[src/sv/aclint_pkg.sv]
package aclint_pkg;

	// Fixed widths of the request fields, the line count and the default hart count.
	localparam int WORD_W = 12;
	localparam int HART_W = 13;
	localparam int LINE_N = 4;
	localparam int HART_COUNT_DEF = 4;

	// Operation codes.
	localparam logic [1:0] OP_TICK  = 2'd0;
	localparam logic [1:0] OP_READ  = 2'd1;
	localparam logic [1:0] OP_WRITE = 2'd2;

	// Address space codes.
	localparam logic [1:0] SPACE_MTIMER = 2'd0;
	localparam logic [1:0] SPACE_MSWI   = 2'd1;
	localparam logic [1:0] SPACE_SSWI   = 2'd2;

	// Doubleword index of the read-only time counter in the timer space.
	localparam logic [WORD_W-1:0] TIME_WORD = 12'hfff;

	typedef struct packed {
		logic [1:0]  operation;
		logic [1:0]  space;
		logic [14:0] byte_offset;
		logic        access_wide;
		logic [63:0] write_data;
	} req_t;

	typedef struct packed {
		logic [63:0] read_data;
		logic [3:0]  timer_irq_lines;
		logic [3:0]  machine_soft_irq_lines;
		logic [3:0]  super_soft_irq_lines;
	} rsp_t;

	// Full-register write of one compare value.
	typedef struct packed {
		logic              en;
		logic [WORD_W-1:0] word;
		logic [63:0]       value;
	} cmp_wr_t;

	// Write of one row of two software pending bits (harts 2r and 2r+1).
	typedef struct packed {
		logic              en;
		logic [WORD_W-1:0] row;
		logic [1:0]        bits;
	} soft_wr_t;

	// Clearing sweep over the upper store entries after reset.
	typedef struct packed {
		logic              en;
		logic [WORD_W-1:0] idx;
	} clr_t;

endpackage

[src/sv/aclint_cmp_store.sv]
module aclint_cmp_store #(
	parameter int HART_COUNT = aclint_pkg::HART_COUNT_DEF
) (
	input  logic                                 clk,
	input  logic                                 arst_n,
	input  logic                                 rd_en,
	input  logic [aclint_pkg::WORD_W-1:0]        rd_word,
	input  aclint_pkg::cmp_wr_t                  wr,
	input  aclint_pkg::clr_t                     clr,
	output logic [63:0]                          rd_data,
	output logic [aclint_pkg::LINE_N-1:0][63:0]  cmp_lines
);
	import aclint_pkg::*;

	localparam int LINE_HARTS = (HART_COUNT < LINE_N) ? HART_COUNT : LINE_N;

	logic [63:0] cmp_q [LINE_HARTS];
	logic [63:0] lo_val;
	logic        hit;
	logic        hit_q;
	logic        hi_q;
	logic [63:0] fwd_q;
	logic [63:0] lo_q;
	logic [63:0] hi_rd;

	// Compare registers of the harts that drive interrupt lines.
	always_ff @(posedge clk or negedge arst_n) begin
		if (!arst_n) begin
			for (int h = 0; h < LINE_HARTS; h++) begin
				cmp_q[h] <= '0;
			end
		end else if (wr.en) begin
			for (int h = 0; h < LINE_HARTS; h++) begin
				if (wr.word == WORD_W'(h)) begin
					cmp_q[h] <= wr.value;
				end
			end
		end
	end

	// Read select over the line harts.
	always_comb begin
		lo_val = '0;
		for (int h = 0; h < LINE_HARTS; h++) begin
			if (rd_word == WORD_W'(h)) begin
				lo_val = cmp_q[h];
			end
		end
	end

	// A write committed in the same cycle as the read is forwarded.
	assign hit = wr.en && (wr.word == rd_word);

	always_ff @(posedge clk) begin
		if (rd_en) begin
			hit_q <= hit;
			fwd_q <= wr.value;
			lo_q  <= lo_val;
			hi_q  <= (rd_word >= WORD_W'(LINE_N));
		end
	end

	// Compare values of the remaining harts live in a memory.
	if (HART_COUNT > LINE_N) begin : g_hi
		localparam int HI_N = HART_COUNT - LINE_N;
		localparam int IW = (HI_N > 1) ? $clog2(HI_N) : 1;

		logic [63:0]   mem [HI_N];
		logic [63:0]   mem_rd_q;
		logic [IW-1:0] rd_idx;
		logic [IW-1:0] wr_idx;
		logic          wr_hi;

		assign rd_idx = IW'(rd_word - WORD_W'(LINE_N));
		assign wr_idx = IW'(wr.word - WORD_W'(LINE_N));
		assign wr_hi  = wr.en && (wr.word >= WORD_W'(LINE_N))
			&& (wr.word < WORD_W'(HART_COUNT));

		always_ff @(posedge clk) begin
			if (clr.en && (clr.idx < WORD_W'(HI_N))) begin
				mem[clr.idx[IW-1:0]] <= '0;
			end else if (wr_hi) begin
				mem[wr_idx] <= wr.value;
			end
			if (rd_en) begin
				mem_rd_q <= mem[rd_idx];
			end
		end

		assign hi_rd = mem_rd_q;
	end else begin : g_no_hi
		assign hi_rd = '0;
	end

	assign rd_data = hit_q ? fwd_q : (hi_q ? hi_rd : lo_q);

	// Compare values seen by the interrupt lines.
	for (genvar h = 0; h < LINE_N; h++) begin : g_lines
		if (h < LINE_HARTS) begin : g_on
			assign cmp_lines[h] = cmp_q[h];
		end else begin : g_off
			assign cmp_lines[h] = '0;
		end
	end

endmodule

[src/sv/aclint_soft_store.sv]
module aclint_soft_store #(
	parameter int HART_COUNT = aclint_pkg::HART_COUNT_DEF
) (
	input  logic                          clk,
	input  logic                          arst_n,
	input  logic                          rd_en,
	input  logic [aclint_pkg::WORD_W-1:0] rd_row,
	input  aclint_pkg::soft_wr_t          wr,
	input  aclint_pkg::clr_t              clr,
	output logic [1:0]                    rd_bits,
	output logic [aclint_pkg::LINE_N-1:0] lines
);
	import aclint_pkg::*;

	localparam int LINE_HARTS = (HART_COUNT < LINE_N) ? HART_COUNT : LINE_N;
	localparam int LO_ROWS = LINE_N / 2;

	logic [LINE_HARTS-1:0] pend_q;
	logic [LINE_N-1:0]     pend_ext;
	logic [1:0]            lo_val;
	logic                  hit;
	logic                  hit_q;
	logic                  hi_q;
	logic [1:0]            fwd_q;
	logic [1:0]            lo_q;
	logic [1:0]            hi_rd;

	// Pending bits of the harts that drive interrupt lines.
	always_ff @(posedge clk or negedge arst_n) begin
		if (!arst_n) begin
			pend_q <= '0;
		end else if (wr.en) begin
			for (int h = 0; h < LINE_HARTS; h++) begin
				if (wr.row == WORD_W'(h / 2)) begin
					pend_q[h] <= wr.bits[h % 2];
				end
			end
		end
	end

	assign pend_ext = LINE_N'(pend_q);
	assign lines    = pend_ext;

	// Row select over the line harts.
	always_comb begin
		lo_val = '0;
		for (int r = 0; r < LO_ROWS; r++) begin
			if (rd_row == WORD_W'(r)) begin
				lo_val = pend_ext[2*r +: 2];
			end
		end
	end

	assign hit = wr.en && (wr.row == rd_row);

	always_ff @(posedge clk) begin
		if (rd_en) begin
			hit_q <= hit;
			fwd_q <= wr.bits;
			lo_q  <= lo_val;
			hi_q  <= (rd_row >= WORD_W'(LO_ROWS));
		end
	end

	// Rows of the remaining harts live in a memory.
	if (HART_COUNT > LINE_N) begin : g_hi
		localparam int HI_ROWS = (HART_COUNT + 1) / 2 - LO_ROWS;
		localparam int IW = (HI_ROWS > 1) ? $clog2(HI_ROWS) : 1;

		logic [1:0]    mem [HI_ROWS];
		logic [1:0]    mem_rd_q;
		logic [IW-1:0] rd_idx;
		logic [IW-1:0] wr_idx;
		logic          wr_hi;

		assign rd_idx = IW'(rd_row - WORD_W'(LO_ROWS));
		assign wr_idx = IW'(wr.row - WORD_W'(LO_ROWS));
		assign wr_hi  = wr.en && (wr.row >= WORD_W'(LO_ROWS))
			&& (wr.row < WORD_W'(LO_ROWS + HI_ROWS));

		always_ff @(posedge clk) begin
			if (clr.en && (clr.idx < WORD_W'(HI_ROWS))) begin
				mem[clr.idx[IW-1:0]] <= '0;
			end else if (wr_hi) begin
				mem[wr_idx] <= wr.bits;
			end
			if (rd_en) begin
				mem_rd_q <= mem[rd_idx];
			end
		end

		assign hi_rd = mem_rd_q;
	end else begin : g_no_hi
		assign hi_rd = '0;
	end

	assign rd_bits = hit_q ? fwd_q : (hi_q ? hi_rd : lo_q);

endmodule

[src/sv/aclint_exec.sv]
module aclint_exec #(
	parameter int HART_COUNT = aclint_pkg::HART_COUNT_DEF
) (
	input  aclint_pkg::req_t     item,
	input  logic [63:0]          time_value,
	input  logic [63:0]          cmp_old,
	input  logic [1:0]           msw_old,
	input  logic [1:0]           ssw_old,
	output logic [63:0]          read_data,
	output logic                 tick,
	output aclint_pkg::cmp_wr_t  cmp_wr,
	output aclint_pkg::soft_wr_t msw_wr,
	output aclint_pkg::soft_wr_t ssw_wr
);
	import aclint_pkg::*;

	logic [WORD_W-1:0] word;
	logic [HART_W-1:0] hart;
	logic              upper;
	logic              wide;
	logic              aligned;
	logic              is_rd;
	logic              is_wr;
	logic [63:0]       data;
	logic              t_time;
	logic              t_cmp;
	logic [63:0]       t_val;
	logic [63:0]       t_rd;
	logic [63:0]       t_new;
	logic              pres_n;
	logic              pres0;
	logic              pres1;
	logic [63:0]       m_rd;
	logic [63:0]       s_rd;
	logic [1:0]        m_new;
	logic [1:0]        s_new;
	logic              soft_en;

	// Read value of a software space row for the addressed word(s).
	function automatic logic [63:0] soft_read(input logic [1:0] row, input logic w,
		input logic up, input logic p_n, input logic p0, input logic p1);
		logic [63:0] r;
		r = '0;
		if (w) begin
			r[0]  = p0 & row[0];
			r[32] = p1 & row[1];
		end else begin
			r[0] = p_n & (up ? row[1] : row[0]);
		end
		return r;
	endfunction

	// New row value after a software space write.
	function automatic logic [1:0] soft_write(input logic [1:0] row, input logic w,
		input logic up, input logic [63:0] d);
		logic [1:0] r;
		if (w) begin
			r = {d[32], d[0]};
		end else if (up) begin
			r = {d[0], row[0]};
		end else begin
			r = {row[1], d[0]};
		end
		return r;
	endfunction

	// Address decode shared by all spaces.
	assign word    = item.byte_offset[14:3];
	assign hart    = item.byte_offset[14:2];
	assign upper   = item.byte_offset[2];
	assign wide    = item.access_wide;
	assign aligned = (item.byte_offset[1:0] == 2'b00) && !(wide && upper);
	assign is_rd   = (item.operation == OP_READ);
	assign is_wr   = (item.operation == OP_WRITE);
	assign tick    = (item.operation == OP_TICK);
	assign data    = wide ? item.write_data : {32'b0, item.write_data[31:0]};

	// Timer space: compare registers and the time counter.
	assign t_time = (word == TIME_WORD);
	assign t_cmp  = (word < WORD_W'(HART_COUNT)) && !t_time;
	assign t_val  = t_time ? time_value : cmp_old;

	always_comb begin
		if (wide) begin
			t_rd  = t_val;
			t_new = data;
		end else if (upper) begin
			t_rd  = {32'b0, t_val[63:32]};
			t_new = {data[31:0], cmp_old[31:0]};
		end else begin
			t_rd  = {32'b0, t_val[31:0]};
			t_new = {cmp_old[63:32], data[31:0]};
		end
	end

	// Software spaces: presence of the covered harts.
	assign pres_n = (hart < HART_W'(HART_COUNT));
	assign pres0  = ({word, 1'b0} < HART_W'(HART_COUNT));
	assign pres1  = ({word, 1'b1} < HART_W'(HART_COUNT));
	assign m_rd   = soft_read(msw_old, wide, upper, pres_n, pres0, pres1);
	assign s_rd   = soft_read(ssw_old, wide, upper, pres_n, pres0, pres1);
	assign m_new  = soft_write(msw_old, wide, upper, data);
	assign s_new  = soft_write(ssw_old, wide, upper, data);
	assign soft_en = is_wr && aligned && (wide ? pres0 : pres_n);

	// Read data by space; unmapped places and non-reads return zero.
	always_comb begin
		read_data = '0;
		if (is_rd && aligned) begin
			unique case (item.space)
				SPACE_MTIMER: begin
					if (t_time || t_cmp) begin
						read_data = t_rd;
					end
				end
				SPACE_MSWI: read_data = m_rd;
				SPACE_SSWI: read_data = s_rd;
				default:    read_data = '0;
			endcase
		end
	end

	// Write requests; the caller gates them with the commit strobe.
	assign cmp_wr.en    = is_wr && aligned && t_cmp && (item.space == SPACE_MTIMER);
	assign cmp_wr.word  = word;
	assign cmp_wr.value = t_new;
	assign msw_wr.en    = soft_en && (item.space == SPACE_MSWI);
	assign msw_wr.row   = word;
	assign msw_wr.bits  = m_new;
	assign ssw_wr.en    = soft_en && (item.space == SPACE_SSWI);
	assign ssw_wr.row   = word;
	assign ssw_wr.bits  = s_new;

endmodule

[src/sv/riscv_aclint_timer_and_swi_unit.sv]
// Path: an accepted request goes through the input register, then the response register.
// Throughput: one request per cycle while each response is taken (rsp_ready) and no
// clearing pass runs; the read of the compare and pending stores is registered with the
// input stage, and same-cycle writes are forwarded.
// Reset: time, compares and pending bits read as zero; with more than four harts a
// clearing pass over the upper store entries runs after reset, during which req_ready is low.
module riscv_aclint_timer_and_swi_unit #(
	parameter int HART_COUNT = aclint_pkg::HART_COUNT_DEF
) (
	input  logic             clk,
	input  logic             arst_n,
	input  logic             req_valid,
	output logic             req_ready,
	input  aclint_pkg::req_t req,
	output logic             rsp_valid,
	input  logic             rsp_ready,
	output aclint_pkg::rsp_t rsp
);
	import aclint_pkg::*;

	localparam int LINE_HARTS = (HART_COUNT < LINE_N) ? HART_COUNT : LINE_N;
	localparam bit HAS_HI = (HART_COUNT > LINE_N);
	localparam int CLR_N = HAS_HI ? HART_COUNT - LINE_N : 1;
	localparam logic [WORD_W-1:0] CLR_LAST = WORD_W'(CLR_N - 1);

	logic                     accept;
	logic                     commit;
	logic                     valid_s1;
	req_t                     item_s1;
	logic                     rsp_valid_q;
	logic [63:0]              rd_q;
	logic [63:0]              time_q;
	logic                     clearing_q;
	logic [WORD_W-1:0]        clr_cnt_q;
	clr_t                     clr;
	logic [63:0]              cmp_old;
	logic [LINE_N-1:0][63:0]  cmp_lines;
	logic [1:0]               msw_old;
	logic [1:0]               ssw_old;
	logic [LINE_N-1:0]        msw_lines;
	logic [LINE_N-1:0]        ssw_lines;
	logic [LINE_N-1:0]        timer_lines;
	logic [63:0]              x_read;
	logic                     x_tick;
	cmp_wr_t                  x_cmp_wr;
	soft_wr_t                 x_msw_wr;
	soft_wr_t                 x_ssw_wr;
	cmp_wr_t                  cmp_wr;
	soft_wr_t                 msw_wr;
	soft_wr_t                 ssw_wr;

	// Handshake: the input stage moves on when the response register is free.
	assign commit    = valid_s1 && (!rsp_valid_q || rsp_ready);
	assign req_ready = !clearing_q && (!valid_s1 || commit);
	assign accept    = req_valid && req_ready;

	// Clearing pass over the upper store entries.
	always_ff @(posedge clk or negedge arst_n) begin
		if (!arst_n) begin
			clearing_q <= HAS_HI;
			clr_cnt_q  <= '0;
		end else if (clearing_q) begin
			clr_cnt_q <= clr_cnt_q + WORD_W'(1);
			if (clr_cnt_q == CLR_LAST) begin
				clearing_q <= 1'b0;
			end
		end
	end

	assign clr.en  = clearing_q;
	assign clr.idx = clr_cnt_q;

	// Input stage.
	always_ff @(posedge clk or negedge arst_n) begin
		if (!arst_n) begin
			valid_s1 <= 1'b0;
		end else if (accept) begin
			valid_s1 <= 1'b1;
		end else if (commit) begin
			valid_s1 <= 1'b0;
		end
	end

	always_ff @(posedge clk) begin
		if (accept) begin
			item_s1 <= req;
		end
	end

	// Storage of compares and pending bits.
	aclint_cmp_store #(.HART_COUNT(HART_COUNT)) u_cmp (
		.clk       (clk),
		.arst_n    (arst_n),
		.rd_en     (accept),
		.rd_word   (req.byte_offset[14:3]),
		.wr        (cmp_wr),
		.clr       (clr),
		.rd_data   (cmp_old),
		.cmp_lines (cmp_lines)
	);

	aclint_soft_store #(.HART_COUNT(HART_COUNT)) u_msw (
		.clk     (clk),
		.arst_n  (arst_n),
		.rd_en   (accept),
		.rd_row  (req.byte_offset[14:3]),
		.wr      (msw_wr),
		.clr     (clr),
		.rd_bits (msw_old),
		.lines   (msw_lines)
	);

	aclint_soft_store #(.HART_COUNT(HART_COUNT)) u_ssw (
		.clk     (clk),
		.arst_n  (arst_n),
		.rd_en   (accept),
		.rd_row  (req.byte_offset[14:3]),
		.wr      (ssw_wr),
		.clr     (clr),
		.rd_bits (ssw_old),
		.lines   (ssw_lines)
	);

	// Decode and execute the request held in the input stage.
	aclint_exec #(.HART_COUNT(HART_COUNT)) u_exec (
		.item       (item_s1),
		.time_value (time_q),
		.cmp_old    (cmp_old),
		.msw_old    (msw_old),
		.ssw_old    (ssw_old),
		.read_data  (x_read),
		.tick       (x_tick),
		.cmp_wr     (x_cmp_wr),
		.msw_wr     (x_msw_wr),
		.ssw_wr     (x_ssw_wr)
	);

	// State updates take effect only when the request commits.
	always_comb begin
		cmp_wr    = x_cmp_wr;
		cmp_wr.en = x_cmp_wr.en && commit;
		msw_wr    = x_msw_wr;
		msw_wr.en = x_msw_wr.en && commit;
		ssw_wr    = x_ssw_wr;
		ssw_wr.en = x_ssw_wr.en && commit;
	end

	// Machine time counter.
	always_ff @(posedge clk or negedge arst_n) begin
		if (!arst_n) begin
			time_q <= '0;
		end else if (commit && x_tick) begin
			time_q <= time_q + 64'd1;
		end
	end

	// Response register.
	always_ff @(posedge clk or negedge arst_n) begin
		if (!arst_n) begin
			rsp_valid_q <= 1'b0;
		end else if (commit) begin
			rsp_valid_q <= 1'b1;
		end else if (rsp_ready) begin
			rsp_valid_q <= 1'b0;
		end
	end

	always_ff @(posedge clk) begin
		if (commit) begin
			rd_q <= x_read;
		end
	end

	// Timer lines; state changes only on commit, so the lines match the held response.
	always_comb begin
		timer_lines = '0;
		for (int h = 0; h < LINE_HARTS; h++) begin
			timer_lines[h] = (time_q >= cmp_lines[h]);
		end
	end

	assign rsp_valid                  = rsp_valid_q;
	assign rsp.read_data              = rd_q;
	assign rsp.timer_irq_lines        = timer_lines;
	assign rsp.machine_soft_irq_lines = msw_lines;
	assign rsp.super_soft_irq_lines   = ssw_lines;

	// The time counter holds or advances by exactly one.
	a_time_step: assert property (@(posedge clk) disable iff (!arst_n)
		1'b1 |=> (time_q == $past(time_q)) || (time_q == $past(time_q) + 64'd1))
		else $error("time counter jumped");

	// A response appears only after a request committed from the input stage.
	a_rsp_source: assert property (@(posedge clk) disable iff (!arst_n)
		$rose(rsp_valid_q) |-> $past(commit))
		else $error("response without a committed request");

	// Anything but a read returns zero data.
	a_nonread_zero: assert property (@(posedge clk) disable iff (!arst_n)
		(commit && (item_s1.operation != OP_READ)) |=> (rd_q == '0))
		else $error("non-read returned data");

	// No request enters while the clearing pass runs.
	a_clear_block: assert property (@(posedge clk) disable iff (!arst_n)
		clearing_q |-> !valid_s1 && !rsp_valid_q)
		else $error("request active during clearing pass");

endmodule
[config.mk]
export PLATFORM = sky130hd
export DESIGN_NAME = riscv_aclint_timer_and_swi_unit
export DESIGN_NICKNAME = d
export VERILOG_FILES = /design/src/sv/aclint_pkg.sv /design/src/sv/aclint_cmp_store.sv /design/src/sv/aclint_soft_store.sv /design/src/sv/aclint_exec.sv /design/src/sv/riscv_aclint_timer_and_swi_unit.sv
export SDC_FILE = /design/constraint.sdc
export NUM_CORES = 1
export LEC_CHECK = 0
export ABC_AREA = 1
export BUFFER_PORTS_ARGS = -buffer_cell sky130_fd_sc_hd__buf_2
export CAP_MARGIN = 30
export CORE_MARGIN = 5
export CORE_UTILIZATION = 50
export CTS_CLUSTER_DIAMETER = 60
export DETAILED_ROUTE_END_ITERATION = 8
export HOLD_SLACK_MARGIN = 0.12
export PLACE_DENSITY_LB_ADDON = 0.2
export SLEW_MARGIN = 5
export SYNTH_ARGS = -nofsm -noshare
export SYNTH_HDL_FRONTEND = slang
export SYNTH_SLANG_ARGS = --single-unit
[constraint.sdc]
create_clock -name clk -period 21.9 [get_ports clk]
set_input_delay 3.285 -clock clk [delete_from_list [all_inputs] [get_ports clk]]
set_output_delay 3.285 -clock clk [all_outputs]
set_load 0.02 [all_outputs]
# == Word level (Yosys, flattened, before mapping) ==
# Cells that the tools add are included.
# totals
output_inout_bits,78
in_bits,88
elab_cells,143
reg_bits,632
# op_classes
add_sub_neg,2
n_reduce_logical,44
order_cmp,10
bitwise_logic,6
mux,39
n_eq_ne,12
# ops
operator,count
$mux W64,12
$ge A64 B64 Y1,4
$pmux W64 S3,1
$add A64 B1 Y64 const B,1
$eq A12 B2 Y1 const B,4
$lt A13 B3 Y1 const B,3
$logic_not A12 Y1,3
$mux W32,1
$eq A12 B1 Y1 const B,2
$mux W2,12
$logic_and A1 B1 Y1,20
$reduce_and A2 Y1,8
$mux W1,13
$add A12 B1 Y12 const B,1
$eq A12 B12 Y1,1
$eq A12 B12 Y1 const B,1
$ge A12 B2 Y1 const B,1
$ge A12 B3 Y1 const B,1
$lt A12 B3 Y1 const B,1
$and A1 B1 Y1,6
$logic_not A2 Y1,3
$logic_not A1 Y1,5
$eq A2 B1 Y1 const B,2
$eq A2 B2 Y1 const B,2
other kinds (2),5

# == Longest topological paths before layout ==
# Gate-level depths: netlist of the first run.
# depth
word_depth,8
depth_mapped,15
depth_no_buf,15

# == By module ==
# From an unflattened synthesis of the first run, not the netlist that was laid out.
# unflattened
hier_cells,4681
hier_area_um2,37571.0
# by_module_without_submodules
mod,seq_area_each_um2,cells_per_inst,area_per_inst_um2,instances
aclint_cmp_store,10309.9,1870,16987.5,1
riscv_aclint_timer_and_swi_unit,6421.2,1887,15920.3,1
aclint_exec,0.0,712,3119.2,1
aclint_soft_store,280.3,106,772.0,2

# == Worst setup path after synthesis of the first run ==
# OpenSTA, ideal clock, no wires.
# synth_path
path_type,input to register
start,in rsp_ready
end,"reg item_s1[0] (netlist name), enable pin"
arrival_ns,12.872
required_time_ns,21.086
path_buffers,0
cell_stages,4
setup_time_ns,0.814
slack_ns,8.214
cell_sequence,inv_1 nand2_1 o21ai_0 nor2_1
# synth_via
elab_chain_cells,5
# synth_lines
element,line_no,source
from (decl),riscv_aclint_timer_and_swi_unit.sv:16,"input logic rsp_ready,"
$logic_or A1 B1 Y1,riscv_aclint_timer_and_swi_unit.sv:53,assign commit = valid_s1 && (!rsp_valid_q || rsp_ready);
$logic_and A1 B1 Y1,riscv_aclint_timer_and_swi_unit.sv:53,
$logic_or A1 B1 Y1,riscv_aclint_timer_and_swi_unit.sv:54,assign req_ready = !clearing_q && (!valid_s1 || commit);
$logic_and A1 B1 Y1,riscv_aclint_timer_and_swi_unit.sv:54,
$logic_and A1 B1 Y1,riscv_aclint_timer_and_swi_unit.sv:55,assign accept = req_valid && req_ready;
net accept,riscv_aclint_timer_and_swi_unit.sv:26,logic accept;
to (signal assigned),riscv_aclint_timer_and_swi_unit.sv:86,item_s1 <= req;
to (decl),riscv_aclint_timer_and_swi_unit.sv:29,req_t item_s1;
# The timed path passes the listed nets, and every way through them passes these cells.
# A chain may end at the register's enable or synchronous reset.

# == Worst setup path after layout of the first run ==
# layout_path
start,in rsp_ready
end,out req_ready
# layout_via
elab_chain_cells,4
# layout_lines
element,line_no,source
$logic_or A1 B1 Y1,riscv_aclint_timer_and_swi_unit.sv:53,
$logic_and A1 B1 Y1,riscv_aclint_timer_and_swi_unit.sv:53,
$logic_or A1 B1 Y1,riscv_aclint_timer_and_swi_unit.sv:54,
$logic_and A1 B1 Y1,riscv_aclint_timer_and_swi_unit.sv:54,
to (decl),riscv_aclint_timer_and_swi_unit.sv:13,"output logic req_ready,"
# No other way between the ends.

==> impl_metrics.yaml, run 1 <==
run_status:
  status: "finished, final reports clean"
placement:
  dp.cells: 5109
  port_buffers: 165
  gp_congestion: 1.006
  postPlaceCellArea_sq_um: 36940
  dpl.hpwl_um: 85340
clock_tree:
  cts_root_buf: "clkbuf_16"
  clk_latency_ns: 0.63
  cts_hold_buffers: 0
  path_clk_slew_ns: 0.06
  numCtsBuffers: 75
  post_cts_resized: 0
  tritoncts: "built"
  cts_setup_buffers: 0
  cts_max_path_buffers: 3
  cts_max_level: 3
  clock_sinks: 632
critical_path:
  cp_cell_sequence: "buf_2 > inv_1 > nand2_1 > o21ai_0 > inv_1 > buf_2"
  worstSetupPathType: "input port to output port"
  worst_path_max_delay_cell: "o21ai_0"
  path_buf_inv: 4
  cp.arrival_ns: 4.14
  r2r_setup_slack_ns: 18.25
  max_stage_delay_ns: 0.37
  critPathLaunchType: "input port"
  worstPathRequired_ns: 18.62
  crit_family: "buffers and inverters"
  path_max_fanout: 5
  cp-end-kind: "output port"
global_route:
  antenna_found_initial: 3
  grt_pass1_vias: 28245
  grt_pass1_wl_um: 180300
  globalRoute.totalOverflow: 0
  grt_max_degree: 112
  grtUsageTotal_pct: 31.82
sta:
  final.setup.tns_ns: 0
  slew_viol_final: 0
  hold_viol: 0
  fmax_mhz: 134.8
  min_period_over_period_pct: 33.89
  worst_pin_slew_ns: 1.105
  setup_viol: 0
  relSlewSlack_pct: 26.34
  rsz0062_at_grt: "no"
  whs_ns: 0.4996
  period_minus_slack_ns: 7.421
  clock-skew-final_ns: 0.02322
finish:
  final_core_util_pct: 56.26
  fill_cells: 6381
  drive_gt1_share_pct: 8.515
  final_cell_mix: "nand2_1, inv_1, o21ai_0"
  final_area_sq_um: 39400
  layout.nets: 4599
  final_cells: 5252
  area_delta_synth_final_pct: 11.75
  final_common_cell: "nand2_1"
route:
  vias: 29995
  avgRoutedWirePerCell_um: 23.30
  wl_met3_um: 11640
  viasPerCell: 5.711
  dr.max_layer_used: "met5"
  drt-total-wl_um: 122400
  first_pass_iters: 6
  drt_iter0_markers: 3449
  met2_length_um: 53350
  drtAntennaViolNets: 0
  drcViolationCount: 0
  wl_met1_um: 51720
synth:
  ys_ff_latch: 632
  synth_seq_area_share_pct: 48.96
  synthDistinctLibCells: 46
  synthesis.area_sq_um: 35250
  ys_async_sr_fraction_pct: 54.27
  synth_warnings: 0
  syn-mean-instance-area_sq_um: 8.563
  syn_inst: 4117
  synth_fp_nets: 4468
  synth-main-ff-cell: "dfrtp_1"
  synth_edf_count: 289
die:
  design.core.area_sq_um: 70030
  boundaryPins: 166
  dieWidth_um: 275.5
  num_rows: 97
  die_h_um: 275.5
  die_area_sq_um: 75920
  initial_core_util_pct: 50.34
power_and_ir_drop:
  leakage_nw: 19.27
  ir_worst_vdd_uv: 55.01
  powerDensity_nw_per_um2: 69.78
run:
  max_cap_viol_count: 0
hold_path:
  hold_class: "flop to flop"
==> sequential cells by signal, indices dropped and copies added (netlist names), 2 cells and up <==
name,flops
u_cmp.cmp_lines,256
item_s1,84
rd_q,64
time_q,64
u_cmp.fwd_q,64
u_cmp.lo_q,64
clr_cnt_q,12
u_msw.lines,4
u_ssw.lines,4
u_msw.fwd_q,2
u_msw.lo_q,2
u_ssw.fwd_q,2
u_ssw.lo_q,2
==> final cells by class <==
cell class / instances / area (sq um) / area share, %
antenna: 2 / 5.005 / 0.01270
clock buffer: 109 / 2116 / 5.370
clock inverter: 30 / 282.8 / 0.7178
inverter: 548 / 2059 / 5.228
multi-input combinational: 2780 / 15200 / 38.59
sequential: 632 / 17260 / 43.82
tap: 940 / 1176 / 2.985
timing repair buffer: 211 / 1291 / 3.278
==> per-stage QoR <==
step	setup WS, ns	power (W)
2_1_floorplan	8.214	0.001444
3_3_place_gp	14.20	0.001530
3_5_place_dp	14.49	0.001533
4_1_cts	14.48	0.002758
5_1_grt	14.41	0.002831
6_report	14.48	0.002749
==> worst paths after layout <==
path	cells after the start	end	start
max	6	req_ready	rsp_ready
min	1	clr_cnt_q[9]$_DFFE_PN0P_	clr_cnt_q[9]$_DFFE_PN0P_
max reg2reg	9	u_cmp.cmp_lines[230]$_DFFE_PN0P_	rsp_valid$_DFFE_PN0P_
min reg2reg	1	clr_cnt_q[9]$_DFFE_PN0P_	clr_cnt_q[9]$_DFFE_PN0P_
max in group asynchronous	5	u_cmp.cmp_lines[222]$_DFFE_PN0P_	arst_n
min in group asynchronous	1	u_cmp.cmp_lines[136]$_DFFE_PN0P_	arst_n
==> cells by family (layout without fill, tap and decap cells) <==
family	after synthesis	after routing	share of synthesized area, %
muxes	4	4	0.1136
DFF	632	632	48.96
adders and majority gates	263	263	9.334
and+or+nand+nor	1714	1714	20.18
other	0	2	0
xor gates and xnor gates	61	61	1.515
buffers and inverters	705	898	8.039
AOI/OAI and AO/OA	738	738	11.85
==> power breakdown <==
| part | internal, W | switching [W] | total (W) |
|---|---|---|---|
| combinational | 0.0000499 | 0.000148 | 0.000198 |
| clock | 0.000713 | 0.000521 | 0.00123 |
| sequential | 0.00129 | 0.0000276 | 0.00132 |
| total | 0.00205 | 0.000697 | 0.00275 |
==> cell usage after synthesis, drive strengths merged (51+ instances only) <==
library cell / count / share of area (%)
a21oi: 138 / 2.0
buf: 100 / 1.6
o21ai: 435 / 6.2
xor2: 51 / 1.3
clkbuf: 57 / 0.61
nand4: 64 / 1.2
nand3: 175 / 2.5
nor2: 276 / 3.2
ha: 263 / 9.3
nand2: 1132 / 12
edfxtp: 289 / 25
dfrtp: 343 / 24
inv: 547 / 5.8
==> layer usage <==
metal | vias to the layer above | GRT usage, %
li1 | 13907 | -
met1 | 14254 | 44.73
met2 | 1547 | 49.02
met3 | 281 | 6.076
met4 | 6 | 12.51
met5 | - | 0
(Power assumes the default switching activity.)
==> run 2, diff against run 1 <==
==> constraint.sdc (replaced) <==
create_clock -name clk -period 7.1 [get_ports clk]
set_input_delay 1.065 -clock clk [delete_from_list [all_inputs] [get_ports clk]]
set_output_delay 1.065 -clock clk [all_outputs]
set_load 0.02 [all_outputs]
==> impl_metrics.yaml, run 2 (same netlist as run 1, synthesis figures left out) <==
sta:
  final.setup.tns_ns: 0
  setup_viol: 0
  hold_viol: 0
  rsz0062_at_grt: "no"
  slew_viol_final: 0
  whs_ns: 0.4900
  period_minus_slack_ns: 4.277
  clock-skew-final_ns: 0.02014
  worst_pin_slew_ns: 1.073
  min_period_over_period_pct: 60.23
  relSlewSlack_pct: 27.74
  fmax_mhz: 233.8
  final.setup.worst_slack_ns: 2.823
global_route:
  grt_max_degree: 157
  met2_usage_pct: 48.25
  met3_usage_pct: 6.076
  antenna_found_initial: 4
  grt_pass1_vias: 27744
  globalRouteMet1Util_pct: 44.06
  busiest_layer: "met2"
  globalRoute.totalOverflow: 0
  grt_pass1_wl_um: 178500
  grtUsageTotal_pct: 31.39
power_and_ir_drop:
  finalPower_w: 0.008596
  leakage_nw: 19.31
  powerDensity_nw_per_um2: 217.7
  ir_worst_vdd_uv: 165.7
critical_path:
  cp_cell_sequence: "ha_1 > nand4_1 > nor2_1 > nand3_1 > nor2_1 > nor2_1 > nand2_1 > nand2_1 > nand2_1 > buf_2"
  r2r-end: "rd_q[4]$_SDFFCE_PN0P_"
  reg2reg_depth: 7
  max_stage_delay_ns: 0.55
  worstPathRequired_ns: 6.03
  worstSetupPathType: "flop to output port"
  worst_path_max_delay_cell: "dfrtp_1"
  r2r_setup_slack_ns: 3.60
  cp-end-kind: "output port"
  path_max_fanout: 7
  cp.arrival_ns: 3.21
  critPathLaunchType: "flop"
  reg2reg_from: "item_s1[68]$_DFFE_PP_"
die:
  die_area_sq_um: 75920
  num_rows: 97
  boundaryPins: 166
  design.core.area_sq_um: 70030
  die_h_um: 275.5
  dieWidth_um: 275.5
  initial_core_util_pct: 50.34
hold_path:
  hold_class: "flop to flop"
  min-delay-start: "clr_cnt_q[10]$_DFFE_PN0P_"
  hold_path_end: "clr_cnt_q[10]$_DFFE_PN0P_"
  holdPathStages: 1
clock_tree:
  numCtsBuffers: 75
  cts_max_path_buffers: 3
  tritoncts: "built"
  clk_latency_ns: 0.62
  cts_root_buf: "clkbuf_16"
  cts_max_level: 3
  path_clk_slew_ns: 0.06
  cts_hold_buffers: 0
  post_cts_resized: 0
  clock_sinks: 632
  cts_setup_buffers: 0
placement:
  dpl.hpwl_um: 84560
  postPlaceCellArea_sq_um: 36910
  port_buffers: 165
  place_ws_ns: 3.126
  gp_congestion: 0.9851
finish:
  drive_gt1_share_pct: 8.616
  final_area_sq_um: 39490
  area_delta_synth_final_pct: 12.01
  final_common_cell: "nand2_1"
  layout.nets: 4597
  final_cell_mix: "nand2_1, inv_1, o21ai_0"
  largest_register_ffs: 256
  antenna_cells_inserted: 0
route:
  first_pass_iters: 8
  drt-total-wl_um: 120800
  avgRoutedWirePerCell_um: 23.03
  drtAntennaViolNets: 0
  viasPerCell: 5.679
  vias: 29790
  drt_iter0_markers: 3414
  drcViolationCount: 0
run:
  max_cap_viol_count: 0
run_status:
  status: "finished, final reports clean"
[run 2: metal layers]
metal / vias to the layer above / routed length (um)
li1: 13912 / -
met2: 1560 / 52690
met1: 14029 / 50550
met4: 8 / 5352
met5: - / 49
met3: 281 / 12200
[run 2: metrics by stage]
step                utilization, %  std cells
detailed placement           52.71       5105
CTS                          56.29       5242
global placement             52.58       5099
finish                       56.39       5246
global route                 56.39       5246
floorplan                        -       4117
[run 2: worst max-delay path by stage]
stage,slack (ns),start,end,cells after the start
after floorplan,1.94,rsp_ready,item_s1[0]$_DFFE_PP_,4
after global placement,2.93,req[72],u_cmp.lo_q[41]$_DFFE_PP_,13
after detailed placement,3.13,req[75],u_cmp.lo_q[10]$_DFFE_PP_,14
after CTS,2.82,time_q[8]$_DFFE_PN0P_,rsp[11],10
after global routing,2.72,time_q[8]$_DFFE_PN0P_,rsp[9],10
final,2.82,time_q[11]$_DFFE_PN0P_,rsp[11],10
[run 2: layout make-up]
cell class                      count  area, sq um
Timing Repair Buffer              209         1289
Sequential cell                   632        17260
Clock buffer                      105         2175
Fill cell                        6395        30540
Tap cell                          940         1176
Multi-Input combinational cell   2780        15200
Clock inverter                     32        329.1
Inverter                          548         2058
[run 2: critical path: cells and delay by family (launching register included)]
kind / cells / cell delay, ns
buffers and inverters: 1 / 0.17
adders and majority gates: 1 / 0.42
DFF: 1 / 0.55
and+or+nand+nor: 8 / 1.45
[run 2: power breakdown]
| part | internal (W) | switching, W | total, W |
|---|---|---|---|
| registers | 0.00398 | 0.0000856 | 0.00406 |
| clock network | 0.00236 | 0.00157 | 0.00393 |
| logic | 0.000151 | 0.000452 | 0.000604 |
